<file path="src/rtl/tsb_pkg.sv">
// tsb_pkg: shared types, constants and helper functions of the textured span blender
// no dependencies; imported by every module under rtl
package tsb_pkg;

   // field and datapath widths
   localparam int COORD_W    = 32;
   localparam int SIZE_W     = 13;
   localparam int HI_W       = 16;
   localparam int FRAC_W     = 16;
   localparam int FACTOR_W   = 9;
   localparam int CHAN_W     = 8;
   localparam int PIX_W      = 32;
   localparam int ROW_PROD_W = 2 * SIZE_W;
   localparam int ADDR_SUM_W = 2 * SIZE_W + 1;
   localparam int IDX_W      = 12;
   localparam int CMD_W      = 2;
   localparam int CSR_IDX_W  = 1;
   localparam int REQ_DATA_W = 272;
   localparam int CNT_W      = 5;
   localparam int NUM_CHAN   = 4;

   // channel order r, g, b, a and their bit positions in AARRGGBB
   localparam int CHAN_A = 3;
   localparam int CHAN_POS [NUM_CHAN] = '{16, 8, 0, 24};

   localparam logic [FACTOR_W-1:0] FACTOR_ONE     = 9'h100;
   localparam logic [CHAN_W-1:0]   BLEND_ROUND    = 8'h7f;
   localparam logic [SIZE_W-1:0]   TEX_SIZE_RESET = 13'd64;

   typedef enum logic [CMD_W-1:0] {
      CMD_LOAD_TEXEL = 2'd0,
      CMD_LOAD_START = 2'd1,
      CMD_LOAD_SLOPE = 2'd2,
      CMD_RENDER     = 2'd3
   } cmd_type;

   typedef enum logic [CSR_IDX_W-1:0] {
      REG_TEX_WIDTH  = 1'b0,
      REG_TEX_HEIGHT = 1'b1
   } csr_reg_type;

   typedef logic [FACTOR_W-1:0] factor_type;
   typedef logic [CHAN_W-1:0]   chan_type;

   // status of one coordinate wrap unit
   typedef struct packed {
      logic              busy;
      logic [SIZE_W-1:0] value;
   } wrap_stat_type;

   // color factor: acc>>8, negative gives zero, capped at one
   function automatic factor_type factor_of(input logic [COORD_W-1:0] acc);
      logic [22:0] f;
      f = acc[30:8];
      if (acc[31]) begin
         return '0;
      end else if (f > 23'(FACTOR_ONE)) begin
         return FACTOR_ONE;
      end else begin
         return f[FACTOR_W-1:0];
      end
   endfunction

   // a texture size of zero behaves as one
   function automatic logic [SIZE_W-1:0] size_eff(input logic [SIZE_W-1:0] s);
      return (s == '0) ? SIZE_W'(1) : s;
   endfunction

endpackage

</file>
<file path="src/rtl/tsb_shade.sv">
// tsb_shade: texel modulation by the color factors (registered) and alpha blend
// with the destination pixel; depends on tsb_pkg
module tsb_shade (
   input  logic                                      clock,
   input  logic                                      load,
   input  logic [tsb_pkg::PIX_W-1:0]                 texel,
   input  tsb_pkg::factor_type [tsb_pkg::NUM_CHAN-1:0] factors,
   input  logic [tsb_pkg::PIX_W-1:0]                 dest,
   output logic [tsb_pkg::PIX_W-1:0]                 pixel
);
   import tsb_pkg::*;

   chan_type s_ff [NUM_CHAN];
   chan_type s_in [NUM_CHAN];
   logic [16:0] prod [NUM_CHAN];

   // modulate: (channel * factor) >> 8
   always_comb begin
      for (int i = 0; i < NUM_CHAN; i++) begin
         prod[i] = 17'(texel[CHAN_POS[i] +: CHAN_W]) * 17'(factors[i]);
         s_in[i] = load ? prod[i][15:8] : s_ff[i];
      end
   end

   always_ff @(posedge clock) begin
      for (int i = 0; i < NUM_CHAN; i++) begin
         s_ff[i] <= s_in[i];
      end
   end

   // blend: (as*s + (256-as)*d + 127) >> 8
   logic [FACTOR_W-1:0] inv_a;
   logic [16:0]         mix [NUM_CHAN];

   always_comb begin
      inv_a = FACTOR_ONE - FACTOR_W'(s_ff[CHAN_A]);
      pixel = '0;
      for (int i = 0; i < NUM_CHAN; i++) begin
         mix[i] = 17'(s_ff[CHAN_A]) * 17'(s_ff[i])
                + 17'(inv_a) * 17'(dest[CHAN_POS[i] +: CHAN_W])
                + 17'(BLEND_ROUND);
         pixel[CHAN_POS[i] +: CHAN_W] = mix[i][15:8];
      end
   end

endmodule

</file>
<file path="config.mk">
export PLATFORM = sky130hd
export DESIGN_NAME = tsb_shade
export DESIGN_NICKNAME = d
export VERILOG_FILES = /design/src/rtl/tsb_pkg.sv /design/src/rtl/tsb_shade.sv
export SDC_FILE = /design/constraint.sdc
export NUM_CORES = 2
export LEC_CHECK = 0
export ABC_AREA = 1
export BUFFER_PORTS_ARGS = -buffer_cell sky130_fd_sc_hd__buf_2
export CORE_AREA = 2 2 225 204
export DETAILED_ROUTE_END_ITERATION = 7
export DIE_AREA = 0 0 227 206
export PLACE_DENSITY_LB_ADDON = 0.12
export SETUP_SLACK_MARGIN = 0.5
export SLEW_MARGIN = 20
export SYNTH_ARGS = -nofsm -noshare
export SYNTH_HDL_FRONTEND = slang
export SYNTH_SLANG_ARGS = --single-unit
</file>
<file path="constraint.sdc">
create_clock -name clock -period 6.4 [get_ports clock]
set_input_delay 0 -clock clock [delete_from_list [all_inputs] [get_ports clock]]
set_output_delay 0 -clock clock [all_outputs]
set_load 0.05 [all_outputs]
</file>
### After elaboration in Yosys (flattened, before gate mapping)

Memory sizes are Yosys's and may differ from the RTL's.
Cells that the tools add are included.
W data, S select, Z words.

| cells by class | value |
|---|---|
| $mul | 12 |
| add/sub/neg operators | 9 |
| muxes and demuxes | 4 |

Operators by type and width:

| cell | count |
|---|---|
| $add A16 B16 Y16 | 4 |
| $add A16 B7 Y16 const B | 4 |
| $mul A8 B8 Y16 | 4 |
| $mul A8 B9 Y16 | 4 |
| $mul A9 B8 Y16 | 4 |
| $mux W8 | 4 |
| $sub A9 B8 Y9 const A | 1 |

| word-level totals | value |
|---|---|
| output and inout bits | 32 |
| input port bits | 102 |
| flip-flop bits (word level) | 0 |
| memories | 1 |
| logic and storage cells | 26 |
| bits in writable memories | 32 |

Memory list:

| name | words | width | rd ports | clocked after Yosys merged registers in | wr ports | RTL line | RTL |
|---|---|---|---|---|---|---|---|
| s_ff | 4 | 8 | 4 | 0 | 4 | tsb_shade.sv:13 | `chan_type s_ff [NUM_CHAN];` |

### Logic depth before layout (Yosys ltp)

| logic depth | value |
|---|---|
| word-level depth | 4 |
| depth in mapped cells | 32 |

### Worst setup path before layout

OpenSTA, ideal clock, no wires.

| timing path | value |
|---|---|
| path kind | reg2out |
| start | memory s_ff[3][0] (netlist bit) |
| end | output pixel[11] (netlist bit) |
| path buffers | 1 |
| required time | 6.400 ns |
| slack | 0.391 ns |
| cell stages (with the launch flop) | 23 |
| data arrival time | 6.009 ns |
| path through | edfxtp_1 -> inv_2 -> ha_1 -> nand3_4 -> nor2_2 -> o21ai_0 -> o21ai_2 -> buf_2 -> nor2_1 -> fa_1 -> fa_1 -> fa_1 -> fa_1 -> fa_1 -> inv_1 -> fa_1 -> inv_1 -> ha_1 -> a21oi_1 -> o21ai_0 -> a21oi_1 -> nand2_1 -> xor2_1 |

RTL lines:

| element | RTL line | RTL |
|---|---|---|
| start, declared | tsb_shade.sv:13 |  |
| end, declared | tsb_shade.sv:9 | `output logic [tsb_pkg::PIX_W-1:0] pixel` |

==> run metrics <==
routed vias/inst=5.17; Die ar.=0.0468 mm2; Layout area overhead=10.0%; post-synthesis sequential area ratio=3.31%; die width=227 um; biggest registers after layout=s_ff: 32 flops; fin nets=5016; top cells by area, synth=fa_1, inv_1, nand2_1; hold path start=factors[9]; Post-route DRC=0; critical path startpoint=s_ff[3][0]$_DFFE_PP_; layout cells sized above 1=11.6%; Post-synth EDFFs=32; Distinct cells, synth=38; Mapped Nets=4959; total global-route track usage=30.9%; cell with the most instances after synthesis=inv_1; area fraction of the dominant cell type after synthesis=40.3%; CTS Root Cell=clkbuf_16; Fin. Hold Viols=0; worst-margin pin slew=0.881 ns; IO Pins=134; CTS tree=done; fin crit period=6.18 ns; WHS=0.380 ns; drt initial violations=1561; Max Slew Vio Count=0; mean post-synth cell area=7.37 um2; CTS Buffer Depth=2; Starting Density=64.8%; input/output buffers=133; largest net degree at the start of global routing=68; Crit Path Max Fanout=4; max reg flops=32; Rel. slew slack=41.2%; CTS buffer count=5; antenna viol nets, final=0; Clock Sinks=32; CP endpoint kind=primary output; Hold/Removal Path Class=in2reg; Req. time, crit path=6.40 ns; global-route wire length before repair=116 mm; status=completed; Arr. time, crit path=6.18 ns; initial antenna violation count=4; DR WL/cell=14.8 um; Site Rows=74; Synth warnings=0; Clk pin slew, worst setup/hold paths=0.06 ns; Overflow after GRT=0; vias in the first global route=24379; fin crit share=96.5%; Post-DP HPWL=55.2 mm; DIE HEIGHT=206 um; startpoint types=register; Most flops, register=s_ff; Fmax=162 MHz; routability cong.=0.939; critical path type=reg2out; RSZ-0062 raised after global routing=true; DR vias=23836; Total Neg Setup Slack=0 ns; DR pass1 iterations=5; synthesized flop and latch total=32; endpoints failing setup=0; CTS Hold Buffers Added=0; Syn Std Cell Area=0.0290 mm2; asr flop ratio synth=0%; CORE AREA=0.0448 mm2; synth cell count leaders=inv_1, nand2_1, fa_1; WL final=68.1 mm; Syn Inst Count=3937; max-cap check violation count=0; cell taking the most area after synthesis=fa_1; Synth Flop Type=edfxtp_1; H-tree Lvls=2
[worst paths after layout]
path,to,slack (ns),depth (start not counted)
min,s_ff[1][4]$_DFFE_PP_,0.38,6
max,pixel[5],0.22,26
[placed cells by master (no fill, tap or decap), types with 7 or more instances in the layout]
master | netlist | final
buf_6 | 5 | 38
nor2_1 | 190 | 174
nand3_2 | 0 | 10
nand3b_1 | 8 | 8
buf_4 | 5 | 52
nor3_1 | 9 | 7
ha_4 | 0 | 32
nand2_4 | 0 | 18
ha_1 | 335 | 302
a21o_1 | 7 | 7
a21oi_2 | 0 | 20
o21ai_0 | 39 | 30
fa_2 | 0 | 12
nand3_1 | 96 | 85
edfxtp_1 | 32 | 32
nand2_2 | 4 | 55
inv_1 | 1149 | 1118
buf_2 | 44 | 101
inv_2 | 7 | 32
a21oi_1 | 88 | 62
buf_8 | 1 | 7
nand2_1 | 1122 | 1053
xor2_1 | 24 | 17
nor2_2 | 3 | 11
o21bai_1 | 10 | 10
xor2_2 | 0 | 7
fa_1 | 585 | 573
nand4_1 | 25 | 25
nor2_4 | 12 | 20
xnor2_1 | 10 | 10
[metrics by stage]
stage               instance area (um2)  setup slack (ns)  utilization [%]  cells
detailed placement                30000             0.300             67.0   4554
finish                            31900             0.223             71.3   4607
floorplan                         29100             0.519                -   3937
global placement                  30000             0.398             67.0   4554
global route                      31900            0.0217             71.3   4605
CTS                               31400             0.394             70.1   4592
[critical path: stages, from the launching register on]
cell      delay (ns)
edfxtp_1        0.41
inv_2           0.14
ha_4            0.17
nand3_4         0.09
nor2_4          0.15
o21ai_2         0.10
o21ai_4         0.12
buf_6           0.14
buf_8           0.12
buf_12          0.10
nor2_1          0.04
fa_1            0.59
fa_1            0.48
fa_1            0.53
fa_1            0.43
fa_1            0.49
inv_1           0.05
fa_1            0.50
inv_1           0.07
ha_4            0.30
nand2_1         0.09
nor2_1          0.21
nand3_1         0.16
nand2_1         0.09
nand2_1         0.05
nand2_1         0.08
buf_6           0.16
[logic make-up after synthesis]
kind of cell               share of synthesized area, %
xor gates and xnor gates                           1.03
buffers and inverters                              17.5
and+or+nand+nor                                    20.6
adders and majority gates                          54.8
DFF                                                3.31
AOI/OAI and AO/OA                                  2.82
[metal layers]
| metal | vias to the layer above | part of all wire [%] | GRT usage (%) |
|---|---|---|---|
| li1 | 11363 | - | - |
| met1 | 11552 | 42 | 42.0 |
| met2 | 796 | 48 | 52.5 |
| met3 | 121 | 7.2 | 4.66 |
| met4 | 4 | 2.4 | 7.40 |
| met5 | - | 0.040 | 0 |
[final cells by class]
| cell class | count | area (um2) |
|---|---|---|
| repair buffers | 204 | 1560 |
| repair inverters | 1 | 7.51 |
| fillers | 3732 | 12900 |
| flip-flops and latches | 32 | 961 |
| diodes | 4 | 10.0 |
| multi-input cells | 2593 | 24100 |
| clock inverters | 3 | 18.8 |
| inverters | 1157 | 4370 |
| clock buffers | 5 | 125 |
| well taps | 608 | 761 |
[repair_timing]
action	CTS	global route
buffers inserted	27	11
pin swaps	96	111
gates resized for setup	244	124
gates cloned	3	0
endpoints found under the setup margin	32	32
Power is not shown: default switching activity piles up to over one toggle a cycle in this logic, so the estimate is an artifact.
