--- config.mk ---
export PLATFORM = sky130hd
export DESIGN_NAME = tsb_wrap
export DESIGN_NICKNAME = d
export VERILOG_FILES = /design/src/rtl/tsb_pkg.sv /design/src/rtl/tsb_wrap.sv
export SDC_FILE = /design/constraint.sdc
export NUM_CORES = 1
export LEC_CHECK = 0
export BUFFER_PORTS_ARGS = -buffer_cell sky130_fd_sc_hd__buf_2
export CORE_MARGIN = 1.5
export CORE_UTILIZATION = 45
export DETAILED_ROUTE_END_ITERATION = 10
export SYNTH_ARGS = -nofsm -noshare
export SYNTH_HDL_FRONTEND = slang
export SYNTH_SLANG_ARGS = --single-unit
--- constraint.sdc ---
create_clock -name clock -period 5.8 [get_ports clock]
set_clock_uncertainty 0.05 [all_clocks]
set_input_delay 0.29 -clock clock [delete_from_list [all_inputs] [get_ports clock]]
set_output_delay 0.29 -clock clock [all_outputs]
set_load 0.03 [all_outputs]
--- src/rtl/tsb_pkg.sv ---
// tsb_pkg: shared types, constants and helper functions of the textured span blender
// no dependencies; imported by every module under rtl
package tsb_pkg;

   // field and datapath widths
   localparam int COORD_W    = 32;
   localparam int SIZE_W     = 13;
   localparam int HI_W       = 16;
   localparam int FRAC_W     = 16;
   localparam int FACTOR_W   = 9;
   localparam int CHAN_W     = 8;
   localparam int PIX_W      = 32;
   localparam int ROW_PROD_W = 2 * SIZE_W;
   localparam int ADDR_SUM_W = 2 * SIZE_W + 1;
   localparam int IDX_W      = 12;
   localparam int CMD_W      = 2;
   localparam int CSR_IDX_W  = 1;
   localparam int REQ_DATA_W = 272;
   localparam int CNT_W      = 5;
   localparam int NUM_CHAN   = 4;

   // channel order r, g, b, a and their bit positions in AARRGGBB
   localparam int CHAN_A = 3;
   localparam int CHAN_POS [NUM_CHAN] = '{16, 8, 0, 24};

   localparam logic [FACTOR_W-1:0] FACTOR_ONE     = 9'h100;
   localparam logic [CHAN_W-1:0]   BLEND_ROUND    = 8'h7f;
   localparam logic [SIZE_W-1:0]   TEX_SIZE_RESET = 13'd64;

   typedef enum logic [CMD_W-1:0] {
      CMD_LOAD_TEXEL = 2'd0,
      CMD_LOAD_START = 2'd1,
      CMD_LOAD_SLOPE = 2'd2,
      CMD_RENDER     = 2'd3
   } cmd_type;

   typedef enum logic [CSR_IDX_W-1:0] {
      REG_TEX_WIDTH  = 1'b0,
      REG_TEX_HEIGHT = 1'b1
   } csr_reg_type;

   typedef logic [FACTOR_W-1:0] factor_type;
   typedef logic [CHAN_W-1:0]   chan_type;

   // status of one coordinate wrap unit
   typedef struct packed {
      logic              busy;
      logic [SIZE_W-1:0] value;
   } wrap_stat_type;

   // color factor: acc>>8, negative gives zero, capped at one
   function automatic factor_type factor_of(input logic [COORD_W-1:0] acc);
      logic [22:0] f;
      f = acc[30:8];
      if (acc[31]) begin
         return '0;
      end else if (f > 23'(FACTOR_ONE)) begin
         return FACTOR_ONE;
      end else begin
         return f[FACTOR_W-1:0];
      end
   endfunction

   // a texture size of zero behaves as one
   function automatic logic [SIZE_W-1:0] size_eff(input logic [SIZE_W-1:0] s);
      return (s == '0) ? SIZE_W'(1) : s;
   endfunction

endpackage

--- src/rtl/tsb_wrap.sv ---
// tsb_wrap: iterative floor modulo of the integer part of a 16.16 coordinate
// by the texture size, one quotient bit per cycle; depends on tsb_pkg
module tsb_wrap (
   input  logic                          clock,
   input  logic                          reset,
   input  logic                          start,
   input  logic signed [tsb_pkg::HI_W-1:0]   coord_hi,
   input  logic [tsb_pkg::SIZE_W-1:0]    size,
   output tsb_pkg::wrap_stat_type        stat
);
   import tsb_pkg::*;

   logic [HI_W-1:0]   mag_ff, mag_in;
   logic [SIZE_W-1:0] rem_ff, rem_in;
   logic [SIZE_W-1:0] size_ff, size_in;
   logic              neg_ff, neg_in;
   logic [CNT_W-1:0]  cnt_ff, cnt_in;
   logic [SIZE_W:0]   trial;
   logic [SIZE_W:0]   diff;

   // restoring remainder step on the magnitude
   always_comb begin
      trial   = {rem_ff, mag_ff[HI_W-1]};
      diff    = trial - {1'b0, size_ff};
      mag_in  = mag_ff;
      rem_in  = rem_ff;
      size_in = size_ff;
      neg_in  = neg_ff;
      cnt_in  = cnt_ff;
      if (start) begin
         mag_in  = coord_hi[HI_W-1] ? HI_W'(-coord_hi) : HI_W'(coord_hi);
         rem_in  = '0;
         size_in = size;
         neg_in  = coord_hi[HI_W-1];
         cnt_in  = CNT_W'(HI_W);
      end else if (cnt_ff != '0) begin
         rem_in = (trial >= {1'b0, size_ff}) ? diff[SIZE_W-1:0] : trial[SIZE_W-1:0];
         mag_in = {mag_ff[HI_W-2:0], 1'b0};
         cnt_in = cnt_ff - CNT_W'(1);
      end
   end

   always_ff @(posedge clock) begin
      if (reset) begin
         cnt_ff <= '0;
      end else begin
         cnt_ff <= cnt_in;
      end
      mag_ff  <= mag_in;
      rem_ff  <= rem_in;
      size_ff <= size_in;
      neg_ff  <= neg_in;
   end

   // negative coordinates fold back into 0..size-1
   assign stat.busy  = (cnt_ff != '0);
   assign stat.value = (neg_ff && rem_ff != '0) ? size_ff - rem_ff : rem_ff;

endmodule

[Word-level counts from Yosys, hierarchy flattened]
Cells that the tools add are included.
W data, S select, Z words.
Cells by class
  reductions and logical operators: 5
  $add $sub $neg: 4
  mux-type cells: 7
  $lt $le $gt $ge: 1
Operators with widths (number)
  $mux W16: 3
  $mux W13: 2
  $sub A13 B13 Y13: 2
  $neg A16 Y16: 1
  $ge A14 B13 Y1: 1
  $reduce_bool A13 Y1: 1
  $mux W5: 2
  $reduce_bool A5 Y1: 1
  $sub A5 B1 Y5 const B: 1
  $reduce_bool A2 Y1: 1
  $reduce_or A2 Y1: 1
  $logic_and A1 B1 Y1: 1
Word-level totals
  word-level logic and storage cells: 23
  flip-flop bits (word level): 48
  input port bits: 32
  output and inout bits: 14

[Logic depth before layout (Yosys ltp)]
  word-level depth: 3
  depth in mapped cells: 10
  gate-level depth less buffers: 9

[Least setup slack after synthesis]
No wires, ideal clock.
  path kind: reg-to-output
  start: register rem_ff[8]
  end: output stat[12] (netlist name)
  data required time: 5.460 ns
  setup slack: 2.997 ns
  stages on the path, launching flop included: 10
  arrival time: 2.463 ns
  buffers on the path: 1
  path through: dfxtp_1 inv_1 ha_1 clkbuf_1 a21o_1 a221oi_1 a31oi_1 or3_1 a21o_1 xnor2_1
RTL lines
  start: declaration: line tsb_wrap.sv:14  | logic [SIZE_W-1:0] rem_ff, rem_in;
  start signal: assignment: line tsb_wrap.sv:50  | rem_ff <= rem_in;
  end: declaration: line tsb_wrap.sv:9  | output tsb_pkg::wrap_stat_type stat

==> metrics.md <==
| Metric | Value |
|---|---|
| Run status | `complete, no violations` |
| I/O pin count | `46` |
| Type of destination of the critical path | `primary output` |
| Simple logic cell fraction of the synthesized area | `0.159` |
| Number of placed instances with taps included | `524` |
| Sequential area share after synthesis | `0.351` |
| Clock insertion delay at the later pin of the skew report | `0.31 ns` |
| Count of inserted antenna diode cells | `0` |
| Shortest clock period the worst path allows after layout | `3.15 ns` |
| Die area | `8520 um^2` |
| Post-Route Setup TNS | `0 ns` |
| Worst hold slack | `0.102 ns` |
| Number of cell rows | `32` |
| Net count of the mapped netlist | `454` |
| WS Path Type | `reg2out` |
| Distinct cell type count after synthesis | `66` |
| Number of vias per cell | `~5.5` |
| Number of clock sinks | `48` |
| Flop and latch count out of synthesis | `48` |
| Int Pwr | `between 800 and 900 uW` |
| Clk network pwr share | `0.161` |
| Hold violation total from the final report | `0` |
| Max-Slew Margin vs Limit | `0.415` |
| Number of instances resized during post-cts repair | `0` |
| Switching share of power | `0.443` |
| IR drop worst, VDD | `about 0.00012 V` |
| Fraction of the mapped netlist area in adder cells | `0.105` |
| Setup repair after global routing missed its margin | `false` |
| Peak fanout along the critical path | `9` |
| Synthesis-to-finish area growth | `11.1%` |
| CTS tree | `built` |
| Pin count of the biggest net entering global routing | `63` |
| DP HPWL | `5960 um` |
| Initial antenna violation count | `0` |
| Fraction of final layout cells with drive strength greater than 1 | `0.163` |
| Post-placement worst setup slack | `between 2 and 3 ns` |
| Number of global-route vias before repair | `2,799` |
| Htree depth | `2` |
| Setup-failing EPs final | `0` |
| Path category of the worst min-delay check | `in2reg` |
| # port buffers | `45` |
| Total power divided by cell area | `395 nW/um^2` |
| Share of power burned in registers | `0.310` |
| Initial core utilization | `0.465` |
| Maxcap violations | `0` |
| Final period utilization | `0.542` |
| Count of TritonRoute iterations in the first routing pass | `4` |
| Post-synthesis instance total | `between 300 and 400` |
| Global-route wire length before repair | `13,300 um` |
| Sw Pwr | `697 uW` |
| Synth Area in Compound Gates | `0.224` |
| DRC violation count after routing | `0` |
| CTS root buf | `sky130_fd_sc_hd__clkbuf_8` |
| Required time of the worst setup path | `5.46 ns` |
| Total overflow reported by the global router | `0` |
| Final routed wire length divided by cell count | `14.8 um` |
| Count of nets left with antenna violations after detail routing | `0` |
| F_max | `318 MHz` |
| Via total after detailed routing | `roughly 2.9k` |
| Clock transition at the register clock pins on the worst setup and hold paths after CTS | `0.10 ns` |
| Post-synth EDFFs | `30` |
| Post-layout instance count excluding filler cells | `532` |
| Synthesized-area fraction occupied by xor and xnor cells | `0.0854` |
| Syn Area/Cell | `9.14 um^2` |
| Chip height | `92.3 um` |
| Total wirelength of the detailed-routed design | `7900 um` |
| Min setup slack post-route | `2.65 ns` |
| Leakage power summed over all cells | `0.00166 uW` |
| Async set-reset flop share out of synthesis | `0` |
| CP arrival | `around 2.8 ns` |
| Die boundary width | `between 90 and 100 um` |
| Total standard cell area after synthesis | `3590 um^2` |
| Post-synthesis mux area share | `0.0167` |
| Post-CTS setup-driven buffer insertion count | `0` |
| Number of buffers created by CTS | `5` |
| Final net count | `490` |
| Number of fill cells in the layout | `between 700 and 800` |
| Aggregate global-route resource usage | `0.195` |
| Maximum root-to-sink buffer count | `2` |
| Final weighted congestion in routability-driven placement | `0.845` |
| Kind of start point of the critical path | `register` |
| Syn. warnings | `0` |
| Largest family of logic cells by synthesized area | `compound AO/OA/AOI/OAI gates` |
| Comb power frac | `0.528` |
| Post-cts hold buffer count | `0` |
| DRC marker count from the first detailed-route iteration | `83` |
| Final Power | `1580 uW` |
| Number of max-slew violations in the final report | `0` |
| Area of the core | `approximately 7700 um^2` |
| Main synth FF type | `sky130_fd_sc_hd__edfxtp_1` |
| Transition time at the pin with the least slew margin | `0.878 ns` |
[area by class of cell]
class                           count  area [um^2]  share of cell area
Clock inverter                      3         46.3              0.0116
Timing Repair Buffer               46          233              0.0583
Sequential cell                    48         1260               0.316
Clock buffer                        5         68.8              0.0172
Tap cell                          102          128              0.0320
Multi-Input combinational cell    292         2120               0.531
Inverter                           36          135              0.0339
[cell families after synthesis]
| kind of cell | after synthesis |
|---|---|
| AND/OR/NAND/NOR | 113 |
| AO/OA/AOI/OAI | 109 |
| buffers and inverters | 53 |
| flip-flops | 48 |
| XOR/XNOR | 35 |
| adder cells (fa/ha/maj) | 29 |
| multiplexers | 6 |
[power by group through the flow]
stage | Sequential, uW | Combinational (uW) | Clock (uW)
after global placement | 495 | 827 | 0
after detailed placement | 496 | 832 | 0
final | 489 | 832 | 254
after global routing | 498 | 922 | 276
after floorplan | 476 | 663 | 0
after CTS | 488 | 835 | 263
[state kept, by name, summed over array words and instances, names as in the netlist]
signal / count
cnt_ff: 5
mag_ff: 16
neg_ff: 1
rem_ff: 13
size_ff: 13
[worst paths after layout]
check / startpoint / endpoint / slack (ns) / cells after the start
setup / recovery: rem_ff[9]$_SDFFE_PP0P_ / stat[12] / 2.65 / 9
hold / removal: size[3] / size_ff[3]$_DFFE_PP_ / 0.10 / 1
setup reg to reg: mag_ff[15]$_DFFE_PP_ / rem_ff[0]$_SDFFE_PP0P_ / 2.88 / 9
hold reg to reg: cnt_ff[4]$_SDFFE_PP0P_ / cnt_ff[4]$_SDFFE_PP0P_ / 0.45 / 2
[worst max-delay path, stage by stage (launching register included)]
cell and delay [ns]:
sky130_fd_sc_hd__dfxtp_1 0.52, sky130_fd_sc_hd__inv_1 0.08, sky130_fd_sc_hd__ha_1 0.41, sky130_fd_sc_hd__and4_1 0.20
sky130_fd_sc_hd__a221oi_1 0.29, sky130_fd_sc_hd__a31oi_1 0.14, sky130_fd_sc_hd__or3_1 0.32, sky130_fd_sc_hd__a21o_1 0.19
sky130_fd_sc_hd__xnor2_1 0.12, sky130_fd_sc_hd__buf_2 0.22
[cell usage after synthesis, types with 5 or more instances]
library cell	instances	area, um^2
sky130_fd_sc_hd__nor3_1	9	45.0
sky130_fd_sc_hd__o31ai_1	6	45.0
sky130_fd_sc_hd__mux2i_1	6	60.1
sky130_fd_sc_hd__edfxtp_1	30	901
sky130_fd_sc_hd__nor4_1	5	31.3
sky130_fd_sc_hd__a21o_1	9	67.6
sky130_fd_sc_hd__nand2_1	28	105
sky130_fd_sc_hd__o21a_1	5	37.5
sky130_fd_sc_hd__a211oi_1	5	37.5
sky130_fd_sc_hd__nor2_1	34	128
sky130_fd_sc_hd__dfxtp_1	18	360
sky130_fd_sc_hd__inv_1	35	131
sky130_fd_sc_hd__o21ai_1	8	40.0
sky130_fd_sc_hd__xor2_1	23	201
sky130_fd_sc_hd__o21ai_0	13	65.1
sky130_fd_sc_hd__ha_1	27	338
sky130_fd_sc_hd__a21oi_1	26	130
sky130_fd_sc_hd__clkbuf_1	12	45.0
sky130_fd_sc_hd__nand4_1	5	31.3
sky130_fd_sc_hd__xnor2_1	12	105
[cells in the final DEF, fill, tap and decap left out, types with 2 or more instances in the layout]
cell	n
sky130_fd_sc_hd__buf_2	45
sky130_fd_sc_hd__inv_1	35
sky130_fd_sc_hd__nor2_1	34
sky130_fd_sc_hd__edfxtp_1	30
sky130_fd_sc_hd__nand2_1	28
sky130_fd_sc_hd__ha_1	27
sky130_fd_sc_hd__a21oi_1	26
sky130_fd_sc_hd__xor2_1	23
sky130_fd_sc_hd__dfxtp_1	18
sky130_fd_sc_hd__o21ai_0	13
sky130_fd_sc_hd__xnor2_1	12
sky130_fd_sc_hd__nor3_1	9
sky130_fd_sc_hd__a21o_1	9
sky130_fd_sc_hd__o21ai_1	8
sky130_fd_sc_hd__o31ai_1	6
sky130_fd_sc_hd__mux2i_1	6
sky130_fd_sc_hd__nor4_1	5
sky130_fd_sc_hd__nand4_1	5
sky130_fd_sc_hd__o21a_1	5
sky130_fd_sc_hd__a211oi_1	5
sky130_fd_sc_hd__clkbuf_8	5
sky130_fd_sc_hd__and4_1	4
sky130_fd_sc_hd__a41oi_1	4
sky130_fd_sc_hd__a31oi_1	4
sky130_fd_sc_hd__a311oi_2	4
sky130_fd_sc_hd__or4_1	3
sky130_fd_sc_hd__nand3_1	3
sky130_fd_sc_hd__nor2b_1	3
sky130_fd_sc_hd__a311oi_1	3
sky130_fd_sc_hd__a221oi_1	3
sky130_fd_sc_hd__nand2_2	3
sky130_fd_sc_hd__and2_1	2
sky130_fd_sc_hd__nand3b_1	2
sky130_fd_sc_hd__or2_2	2
sky130_fd_sc_hd__and3_1	2
sky130_fd_sc_hd__fa_1	2
[through the flow]
step | cell area, um^2 | utilization
floorplan | 3590 | -
global placement | 3880 | 0.502
detailed placement | 3880 | 0.502
CTS | 3990 | 0.517
global route | 3990 | 0.517
finish | 3990 | 0.517
[layer usage]
metal | GRT usage | share of wire | wire (um) | vias up
met5 | 0 | 0 | 0 | -
li1 | - | - | - | 1517
met4 | 0.0513 | 0.014 | 113 | 0
met1 | 0.257 | 0.47 | 3730 | 1366
met3 | 0.0320 | 0.036 | 285 | 9
met2 | 0.332 | 0.48 | 3770 | 54
No activity file was read; power rests on OpenSTA's default activity.
